===== config.mk =====
export PLATFORM = sky130hd
export DESIGN_NAME = ec_point_order_finder
export DESIGN_NICKNAME = d
export VERILOG_FILES = /design/src/rtl/ec_pof_pkg.sv /design/src/rtl/ec_point_order_finder.sv
export SDC_FILE = /design/constraint.sdc
export NUM_CORES = 2
export LEC_CHECK = 0
export ABC_AREA = 1
export BUFFER_PORTS_ARGS = -buffer_cell sky130_fd_sc_hd__buf_2
export CAP_MARGIN = 20
export CORE_ASPECT_RATIO = 1.1
export CORE_MARGIN = 2
export CORE_UTILIZATION = 56
export DETAILED_ROUTE_END_ITERATION = 12
export GPL_TIMING_DRIVEN = 0
export PLACE_DENSITY = 0.72
export SETUP_SLACK_MARGIN = 0.1
export SYNTH_ARGS = -nofsm -noshare
export SYNTH_HDL_FRONTEND = slang
export SYNTH_SLANG_ARGS = --single-unit

===== constraint.sdc =====
create_clock -name clk -period 15.2 [get_ports clk]
set_clock_uncertainty 0.1 [all_clocks]
set_input_delay 0 -clock clk [delete_from_list [all_inputs] [get_ports clk]]
set_output_delay 0 -clock clk [all_outputs]
set_load 0.02 [all_outputs]

===== src/rtl/ec_pof_pkg.sv =====
package ec_pof_pkg;

  localparam int ORDER_W = 17;
  localparam int OUT_W = ((ORDER_W + 7) / 8) * 8;
  localparam int CFG_IDX_W = 1;
  localparam int MOD_RESET = 19;

  localparam logic [CFG_IDX_W-1:0] CFG_CURVE_A = 1'b0;
  localparam logic [CFG_IDX_W-1:0] CFG_MODULUS = 1'b1;

  typedef enum logic [15:0] {
    S_IDLE  = 16'b0000_0000_0000_0001,
    S_AMOD  = 16'b0000_0000_0000_0010,
    S_ADD   = 16'b0000_0000_0000_0100,
    S_SQX   = 16'b0000_0000_0000_1000,
    S_TRI1  = 16'b0000_0000_0001_0000,
    S_TRI2  = 16'b0000_0000_0010_0000,
    S_TRI3  = 16'b0000_0000_0100_0000,
    S_INV   = 16'b0000_0000_1000_0000,
    S_EDIV  = 16'b0000_0001_0000_0000,
    S_LAM   = 16'b0000_0010_0000_0000,
    S_MLAM  = 16'b0000_0100_0000_0000,
    S_MLAM2 = 16'b0000_1000_0000_0000,
    S_XR2   = 16'b0001_0000_0000_0000,
    S_YR0   = 16'b0010_0000_0000_0000,
    S_MY    = 16'b0100_0000_0000_0000,
    S_DONE  = 16'b1000_0000_0000_0000
  } state_t;

endpackage


===== src/rtl/ec_point_order_finder.sv =====
// A bad coordinate goes straight to the result. Otherwise a is first reduced modulo the
// modulus, then the point is added to the base again and again, each addition inverting by
// Euclid steps (a doubling first squares x and forms 3x^2 + a), for up to modulus + 1
// additions, and the result is then presented. One word is processed at a time through one
// shared shift-and-add multiplier and restoring divider; the next word is taken only after that.
// Reset is synchronous: curve_a clears, modulus returns to 19, the output empties.
module ec_point_order_finder #(
  parameter int COORD_WIDTH = 16
) (
  input  logic                                  clk,
  input  logic                                  rst,
  input  logic                                  cfg_we,
  input  logic [ec_pof_pkg::CFG_IDX_W-1:0]      cfg_index,
  input  logic [COORD_WIDTH-1:0]                cfg_data,
  input  logic                                  s_axis_tvalid,
  output logic                                  s_axis_tready,
  // base_x, base_y
  input  logic [((2*COORD_WIDTH+7)/8)*8-1:0]    s_axis_tdata,
  output logic                                  m_axis_tvalid,
  input  logic                                  m_axis_tready,
  // point_order
  output logic [ec_pof_pkg::OUT_W-1:0]          m_axis_tdata,
  // found, bad_input
  output logic [1:0]                            m_axis_tuser
);
  import ec_pof_pkg::*;

  localparam int CW = COORD_WIDTH;
  localparam int BW = $clog2(CW);

  function automatic logic [CW-1:0] mod_add(input logic [CW-1:0] x, input logic [CW-1:0] y,
                                            input logic [CW-1:0] m);
    logic [CW:0] s;
    s = {1'b0, x} + {1'b0, y};
    if (s >= {1'b0, m}) s = s - {1'b0, m};
    return s[CW-1:0];
  endfunction

  function automatic logic [CW-1:0] mod_sub(input logic [CW-1:0] x, input logic [CW-1:0] y,
                                            input logic [CW-1:0] m);
    logic [CW:0] s;
    if (x >= y) s = {1'b0, x} - {1'b0, y};
    else        s = {1'b0, x} + {1'b0, m} - {1'b0, y};
    return s[CW-1:0];
  endfunction

  state_t state;
  logic [CW-1:0] curve_a, modulus, a_red;
  logic [CW-1:0] gx, gy, wx, wy, num, den, lam, xr;
  logic [CW:0]   cnt;
  logic [CW-1:0] r0, r1, t0, t1, acc, rem, dq;
  logic [CW-1:0] mq, mb, mres;
  logic [BW-1:0] bitc;
  logic [ORDER_W-1:0] res_order, o_order;
  logic res_found, res_bad, o_valid, o_found, o_bad;

  logic [CW-1:0] base_x, base_y, div_den, rem_next, acc_next, mul_next, inv_v;
  logic [CW:0]   rem_sh, cnt_inc;
  logic          div_ge, step_last;

  assign base_x = s_axis_tdata[CW-1:0];
  assign base_y = s_axis_tdata[2*CW-1:CW];

  always_comb begin
    div_den   = (state == S_AMOD) ? modulus : r1;
    rem_sh    = {rem, dq[CW-1]};
    div_ge    = rem_sh >= {1'b0, div_den};
    rem_next  = div_ge ? CW'(rem_sh - {1'b0, div_den}) : rem_sh[CW-1:0];
    acc_next  = mod_add(mod_add(acc, acc, modulus), div_ge ? t1 : '0, modulus);
    mul_next  = mod_add(mod_add(mres, mres, modulus), mq[CW-1] ? mb : '0, modulus);
    step_last = bitc == BW'(CW - 1);
    cnt_inc   = cnt + 1'b1;
    inv_v     = (r0 == CW'(1) && modulus != CW'(1)) ? t0 : '0;
  end

  assign s_axis_tready = state == S_IDLE;
  assign m_axis_tvalid = o_valid;
  assign m_axis_tdata  = OUT_W'(o_order);
  assign m_axis_tuser  = {o_bad, o_found};

  always_ff @(posedge clk) begin
    if (rst) begin
      state   <= S_IDLE;
      curve_a <= '0;
      modulus <= CW'(MOD_RESET);
      o_valid <= 1'b0;
    end else begin
      if (cfg_we) begin
        if (cfg_index == CFG_CURVE_A) curve_a <= cfg_data;
        if (cfg_index == CFG_MODULUS) modulus <= cfg_data;
      end
      if (o_valid && m_axis_tready && state != S_DONE) o_valid <= 1'b0;
      case (state)
        S_IDLE: begin
          if (s_axis_tvalid) begin
            gx   <= base_x;
            gy   <= base_y;
            wx   <= base_x;
            wy   <= base_y;
            cnt  <= (CW+1)'(1);
            dq   <= curve_a;
            rem  <= '0;
            bitc <= '0;
            if (base_x >= modulus || base_y >= modulus) begin
              res_order <= '0;
              res_found <= 1'b0;
              res_bad   <= 1'b1;
              state     <= S_DONE;
            end else begin
              state <= S_AMOD;
            end
          end
        end
        S_AMOD: begin
          rem  <= rem_next;
          dq   <= dq << 1;
          bitc <= bitc + 1'b1;
          if (step_last) begin
            a_red <= rem_next;
            state <= S_ADD;
          end
        end
        S_ADD: begin
          if (wx == gx) begin
            if (mod_add(wy, gy, modulus) == '0 || wy != gy) begin
              res_order <= ORDER_W'(cnt_inc);
              res_found <= 1'b1;
              res_bad   <= 1'b0;
              state     <= S_DONE;
            end else begin
              den   <= mod_add(wy, wy, modulus);
              mq    <= wx;
              mb    <= wx;
              mres  <= '0;
              bitc  <= '0;
              state <= S_SQX;
            end
          end else begin
            num   <= mod_sub(gy, wy, modulus);
            den   <= mod_sub(gx, wx, modulus);
            state <= S_INV;
          end
        end
        S_SQX: begin
          mres <= mul_next;
          mq   <= mq << 1;
          bitc <= bitc + 1'b1;
          if (step_last) begin
            num   <= mul_next;
            state <= S_TRI1;
          end
        end
        S_TRI1: begin
          xr    <= mod_add(num, num, modulus);
          state <= S_TRI2;
        end
        S_TRI2: begin
          xr    <= mod_add(xr, num, modulus);
          state <= S_TRI3;
        end
        S_TRI3: begin
          num   <= mod_add(xr, a_red, modulus);
          state <= S_INV;
        end
        S_INV: begin
          r0   <= modulus;
          r1   <= den;
          t0   <= '0;
          t1   <= CW'(1);
          dq   <= modulus;
          rem  <= '0;
          acc  <= '0;
          bitc <= '0;
          state <= (den == '0) ? S_LAM : S_EDIV;
        end
        S_EDIV: begin
          if (step_last) begin
            r0   <= r1;
            r1   <= rem_next;
            t0   <= t1;
            t1   <= mod_sub(t0, acc_next, modulus);
            dq   <= r1;
            rem  <= '0;
            acc  <= '0;
            bitc <= '0;
            if (rem_next == '0) state <= S_LAM;
          end else begin
            rem  <= rem_next;
            acc  <= acc_next;
            dq   <= dq << 1;
            bitc <= bitc + 1'b1;
          end
        end
        S_LAM: begin
          mq    <= num;
          mb    <= inv_v;
          mres  <= '0;
          bitc  <= '0;
          state <= S_MLAM;
        end
        S_MLAM: begin
          if (step_last) begin
            lam   <= mul_next;
            mq    <= mul_next;
            mb    <= mul_next;
            mres  <= '0;
            bitc  <= '0;
            state <= S_MLAM2;
          end else begin
            mres <= mul_next;
            mq   <= mq << 1;
            bitc <= bitc + 1'b1;
          end
        end
        S_MLAM2: begin
          mres <= mul_next;
          mq   <= mq << 1;
          bitc <= bitc + 1'b1;
          if (step_last) begin
            xr    <= mod_sub(mul_next, wx, modulus);
            state <= S_XR2;
          end
        end
        S_XR2: begin
          xr    <= mod_sub(xr, gx, modulus);
          state <= S_YR0;
        end
        S_YR0: begin
          mq    <= lam;
          mb    <= mod_sub(wx, xr, modulus);
          mres  <= '0;
          bitc  <= '0;
          state <= S_MY;
        end
        S_MY: begin
          mres <= mul_next;
          mq   <= mq << 1;
          bitc <= bitc + 1'b1;
          if (step_last) begin
            wy  <= mod_sub(mul_next, wy, modulus);
            wx  <= xr;
            cnt <= cnt_inc;
            if (cnt_inc > ({1'b0, modulus} + 1'b1)) begin
              res_order <= ORDER_W'(cnt_inc);
              res_found <= 1'b0;
              res_bad   <= 1'b0;
              state     <= S_DONE;
            end else begin
              state <= S_ADD;
            end
          end
        end
        S_DONE: begin
          if (!o_valid || m_axis_tready) begin
            o_valid <= 1'b1;
            o_order <= res_order;
            o_found <= res_found;
            o_bad   <= res_bad;
            state   <= S_IDLE;
          end
        end
        default: state <= S_IDLE;
      endcase
    end
  end

endmodule


# == After elaboration in Yosys (flattened, before gate mapping) ==
# Index checks and enable logic that the tools add are counted.
# op_classes
add_sub_neg,42
order_cmp,20
eq_ne,38
mux,107
n_bitwise,2
reduce_logical,44
# op_table
op,count
16-bit two-way mux,61
16-bit subtractor,24
16-bit one-hot mux with 4 select lines,5
16-bit one-hot mux with 16 select lines,1
16-bit one-hot mux with 2 select lines,7
17-bit by 16-bit >= comparator with 1-bit output,10
16-bit by 16-bit adder with 17-bit output,9
16-bit >= comparator,9
17-bit two-way mux,8
16-bit adder,6
16-bit one-hot mux with 5 select lines,1
17-bit one-hot mux with 3 select lines,1
16-bit zero test,3
16-bit one-hot mux with 3 select lines,1
17-bit one-hot mux with 2 select lines,1
16-bit by 1-bit equality test with 1-bit output (second input constant),2
2-bit inequality test (second input constant),15
3-bit AND reduction,8
4-bit one-hot mux with 5 select lines,1
16-bit by 1-bit adder with 17-bit output (second input constant),1
17-bit by 1-bit adder with 17-bit output (second input constant),1
17-bit greater-than comparator,1
16-bit by 10-bit equality test with 1-bit output (second input constant),1
16-bit by 11-bit equality test with 1-bit output (second input constant),1
40 further kinds,75
# totals
reg_bits,412
output_inout_bits,28
wordCells,284

# == Depth between registers and ports, before layout ==
# logic_depth
word_depth,11
mapped_depth,67

# == Worst setup path before layout ==
# No wires, ideal clock.
# synth_path
path_kind,flip-flop to flip-flop
start,register modulus[1]
end,register xr[15] (data pin)
setup_ns,0.266
arrival_ns,9.525
t_required_ns,14.834
slack_ns,5.309
stages_incl_launch_ff,63
path_buffers,2
path_cell_list,dfxtp_1 -> inv_1 -> ha_1 -> a21o_1 -> a31oi_1 -> o21ai_1 -> a21o_1 -> a21oi_1 -> o21ai_1 -> nand2_1 -> nand2_1 -> nand2_1 -> nand2_1 -> nand2_1 -> nand2_1 -> inv_2 -> buf_2 -> nor2_1 -> [27 not listed] -> o21ai_0 -> a21oi_1 -> inv_1 -> a21oi_1 -> o21ai_0 -> a31oi_1 -> xnor2_1 -> ha_1 -> nand2_1 -> inv_1 -> a221oi_1 -> nand2_1 -> nand2_1 -> nand2_1 -> nand3_1 -> nand3_1 -> nand3_1 -> nand4_1
# synth_via
elab_chain_cells,10
# synth_lines
item,line,source
start: declaration,ec_point_order_finder.sv:48,"logic [CW-1:0] curve_a, modulus, a_red;"
start signal: assignment,ec_point_order_finder.sv:85,modulus <= CW'(MOD_RESET);
start signal: assignment,ec_point_order_finder.sv:90,if (cfg_index == CFG_MODULUS) modulus <= cfg_data;
16-bit subtractor or 17-bit by 16-bit >= comparator with 1-bit output (tied branches),ec_point_order_finder.sv:35,"if (s >= {1'b0, m}) s = s - {1'b0, m};"
16-bit two-way mux,ec_point_order_finder.sv:35,
16-bit by 16-bit adder with 17-bit output,ec_point_order_finder.sv:34,"s = {1'b0, x} + {1'b0, y};"
16-bit subtractor or 17-bit by 16-bit >= comparator with 1-bit output (tied branches),ec_point_order_finder.sv:35,
16-bit two-way mux *,ec_point_order_finder.sv:35,
via mul_next[2],ec_point_order_finder.sv:57,"logic [CW-1:0] base_x, base_y, div_den, rem_next, acc_next, mul_next, inv_v;"
16-bit adder,ec_point_order_finder.sv:43,"else s = {1'b0, x} + {1'b0, m} - {1'b0, y};"
16-bit subtractor,ec_point_order_finder.sv:43,
16-bit two-way mux *,ec_point_order_finder.sv:42,"if (x >= y) s = {1'b0, x} - {1'b0, y};"
16-bit two-way mux *,ec_point_order_finder.sv:219,if (step_last) begin
16-bit one-hot mux with 4 select lines *,ec_point_order_finder.sv:93,case (state)
end signal: assignment,ec_point_order_finder.sv:154,"xr <= mod_add(num, num, modulus);"
end signal: assignment,ec_point_order_finder.sv:220,"xr <= mod_sub(mul_next, wx, modulus);"
end signal: assignment,ec_point_order_finder.sv:225,"xr <= mod_sub(xr, gx, modulus);"
end: declaration,ec_point_order_finder.sv:49,"logic [CW-1:0] gx, gy, wx, wy, num, den, lam, xr;"
# Mark *: on every way through the listed nets, which the timed path passes. The rest lies on a longest branch. The select of a mux whose other input is x is not followed.
# A chain may end at the register's enable or synchronous reset.

# == Final worst setup path ==
# layout_path
start,register modulus[2]
end,register xr[15] (data pin)
# The elaborated chain is that of the path after synthesis.

==> results.ini <==
[drt]
wl_um = 179000
avgViaCountPerCell = 6.17
ant_nets = 0
drcViolationCount = 0
drt_iter0_drc = 5473
vias = 44000
drt-pass1-iter-count = 9
wl_per_cell_um = 25.1

[floorplanning]
die_x_um = 271
io_pins = 82
initial_core_util_pct = 56.6
dieArea_mm2 = 0.0804
core_area_mm2 = 0.0774
rows = 107
die_y_um = 297

[sta]
max_freq_mhz = 75.8
rsz0062_at_grt = false
worst_pin_slew_ns = 1.17
drv_slew = 0
holdWs_ns = 0.0264
fin_crit_ns = 13.19
fin_setup_tns_ns = 0
setup_viol = 0
hold_violations = 0
period_share_pct = 86.8
max-slew-margin-rel_pct = 22.3

[cts]
path_clk_slew_ns = 0.06
cts.htree.levels = 2
clk_path_buf_depth = 3
cts_buffers = 50
root_buffer = clkbuf_16
tritoncts = yes
worst_skew_pair.late_latency_ns = 0.67
clock_sinks = 412

[logic_synthesis]
synth-simple-area-share_pct = 20.2
synth_fa_ha_area_share_pct = 19.6
synth_top_area_share_pct = 24.9
synth-xor-area-share_pct = 6.56
syn_area_mm2 = 0.0438
synth_cell_types = 68
synth_seq_cells = 412
synth_top_family_by_area = simple AND/OR/NAND/NOR gates
synthArstFlopShare_pct = 0
synth_compound_area_share_pct = 17.9
synthMuxAreaShare_pct = 0.0229
syn-mean-instance-area_um2 = 7.56
synth_edf_count = 363
yosysSeqAreaShare_pct = 27.1
yosys.area.top_type = edfxtp_1
synth-main-ff-cell = edfxtp_1
syn_inst = 5792
ys.warnings.count = 0
synthTopCellsByArea = edfxtp_1 (25%), ha_1 (15%), nand2_1 (9.2%)

[critical_path]
path_class = register to register
r2r-end = xr[15]
crit_path_start_kind = register
end_kind = register
path_max_fanout = 11
slowest_stage = dfxtp_1
crit_path_frequent_cell = nand2_1
cpPeakStageDelay_ns = 0.78
arrival_ns = 13.49
reg2reg_slack_ns = 2.01
required_ns = 15.50
worstReg2RegStart = modulus[2]
r2r_cells = 63

[global_route]
grt_usage_pct = 43.6
grt-ovfl-total = 0
grt_pass1_vias = 41200
grt_pass1_wl_um = 261000
grt_max_degree = 24
antenna_found_initial = 7

[min_path]
worstHoldStart = s_axis_tdata[17]
hp-class = input port to register
hold_end = gy[1]
hold_depth = 2

[finish]
nets = 6741
area_growth_pct = 11.4
fillers = 7090
postLayoutCoreUtil_pct = 63.0
top_regs = cnt: 17 flops, o_order: 17 flops, res_order: 17 flops
final_common_cell = nand2_1
drive_gt1_share_pct = 5.64
design_area_mm2 = 0.0488
mostFrequentLayoutCells = nand2_1 (1078), inv_1 (795), a21oi_1 (561), ha_1 (527), nor2_1 (472)

[placement]
hpwlAfterDp_um = 141000
place_congestion = 1.10
dpl-instance-area_mm2 = 0.0463
port_buffers = 74

[outcome]
status = completed

[job]
maxCapViolations = 0

==> worst max-delay path by stage <==
stage,from,to,slack [ns],cells after the start
after floorplan,modulus[1],xr[15],5.31,62
after global placement,modulus[1],xr[15],-0.17,59
after detailed placement,modulus[2],xr[15],2.38,63
after CTS,modulus[2],xr[15],2.34,63
after global routing,modulus[2],xr[15],1.20,63
final,modulus[2],xr[15],2.01,63
==> synth_stat cells (19+ instances only) <==
cell type,count
xnor2_1,140
nand3_1,269
a21oi_1,562
o21ai_1,24
buf_2,19
a31oi_1,33
o2111ai_1,29
a211oi_1,40
nand2_1,1078
nor4_1,27
dfxtp_1,49
a21boi_0,21
a21o_1,23
edfxtp_1,363
fa_1,100
clkbuf_1,87
ha_1,527
inv_1,808
o21bai_1,26
or2_2,31
o21ai_0,409
o211ai_1,66
nor2_1,476
inv_2,21
xor2_1,188
nand4_1,68
nor3_1,94
==> critical path: cells and delay by family (launching register included) <==
kind                       cells  cell delay [ns]
buffers and inverters          9             2.15
DFF                            1             0.78
and+or+nand+nor               24             2.59
AOI/OAI and AO/OA             22             4.45
adders and majority gates      6             2.26
xor gates and xnor gates       2             0.56
==> metrics by stage <==
step / instances / worst slack [ns]
floorplan: 5798 / 5.31
global placement: 6907 / -0.170
detailed placement: 6958 / 2.38
CTS: 7134 / 2.34
global route: 7134 / 1.20
finish: 7138 / 2.01
==> kinds of logic (layout without fill, tap and decap cells) <==
group,after synthesis,after routing
adders and majority gates,627,627
xor gates and xnor gates,328,328
buffers and inverters,967,1268
other,1,11
AOI/OAI and AO/OA,1364,1364
and+or+nand+nor,2092,2092
DFF,412,412
muxes,1,1
==> layout make-up <==
class                   count  area [µm²]  share of cell area [%]
multi-input cells        4419       28300                    58.0
flip-flops and latches    412       11900                    24.4
inverters                 840        3160                    6.47
repair buffers            210        1930                    3.95
clock buffers              67        1380                    2.83
well taps                1035        1290                    2.66
plain buffers             127         587                    1.20
clock inverters            24         251                   0.516
diodes                      4        10.0                  0.0205
==> repair_timing <==
action	CTS	global route
endpoints found under the hold margin	124	0
setup buffers	0	0
hold buffers	85	0
gates resized for setup	0	0
==> per-layer routing <==
layer / up-vias / wire length (µm) / global-route usage [%]
met1: 20500 / 67700 / 55.1
met4: 7 / 14600 / 28.7
met5: - / 69 / 0.120
li1: 20400 / - / -
met2: 2461 / 76000 / 66.5
met3: 629 / 21100 / 10.6
Power is left out: the tool's default activity adds up to more than one toggle a clock period on the data nets, which glitch-free logic cannot reach.
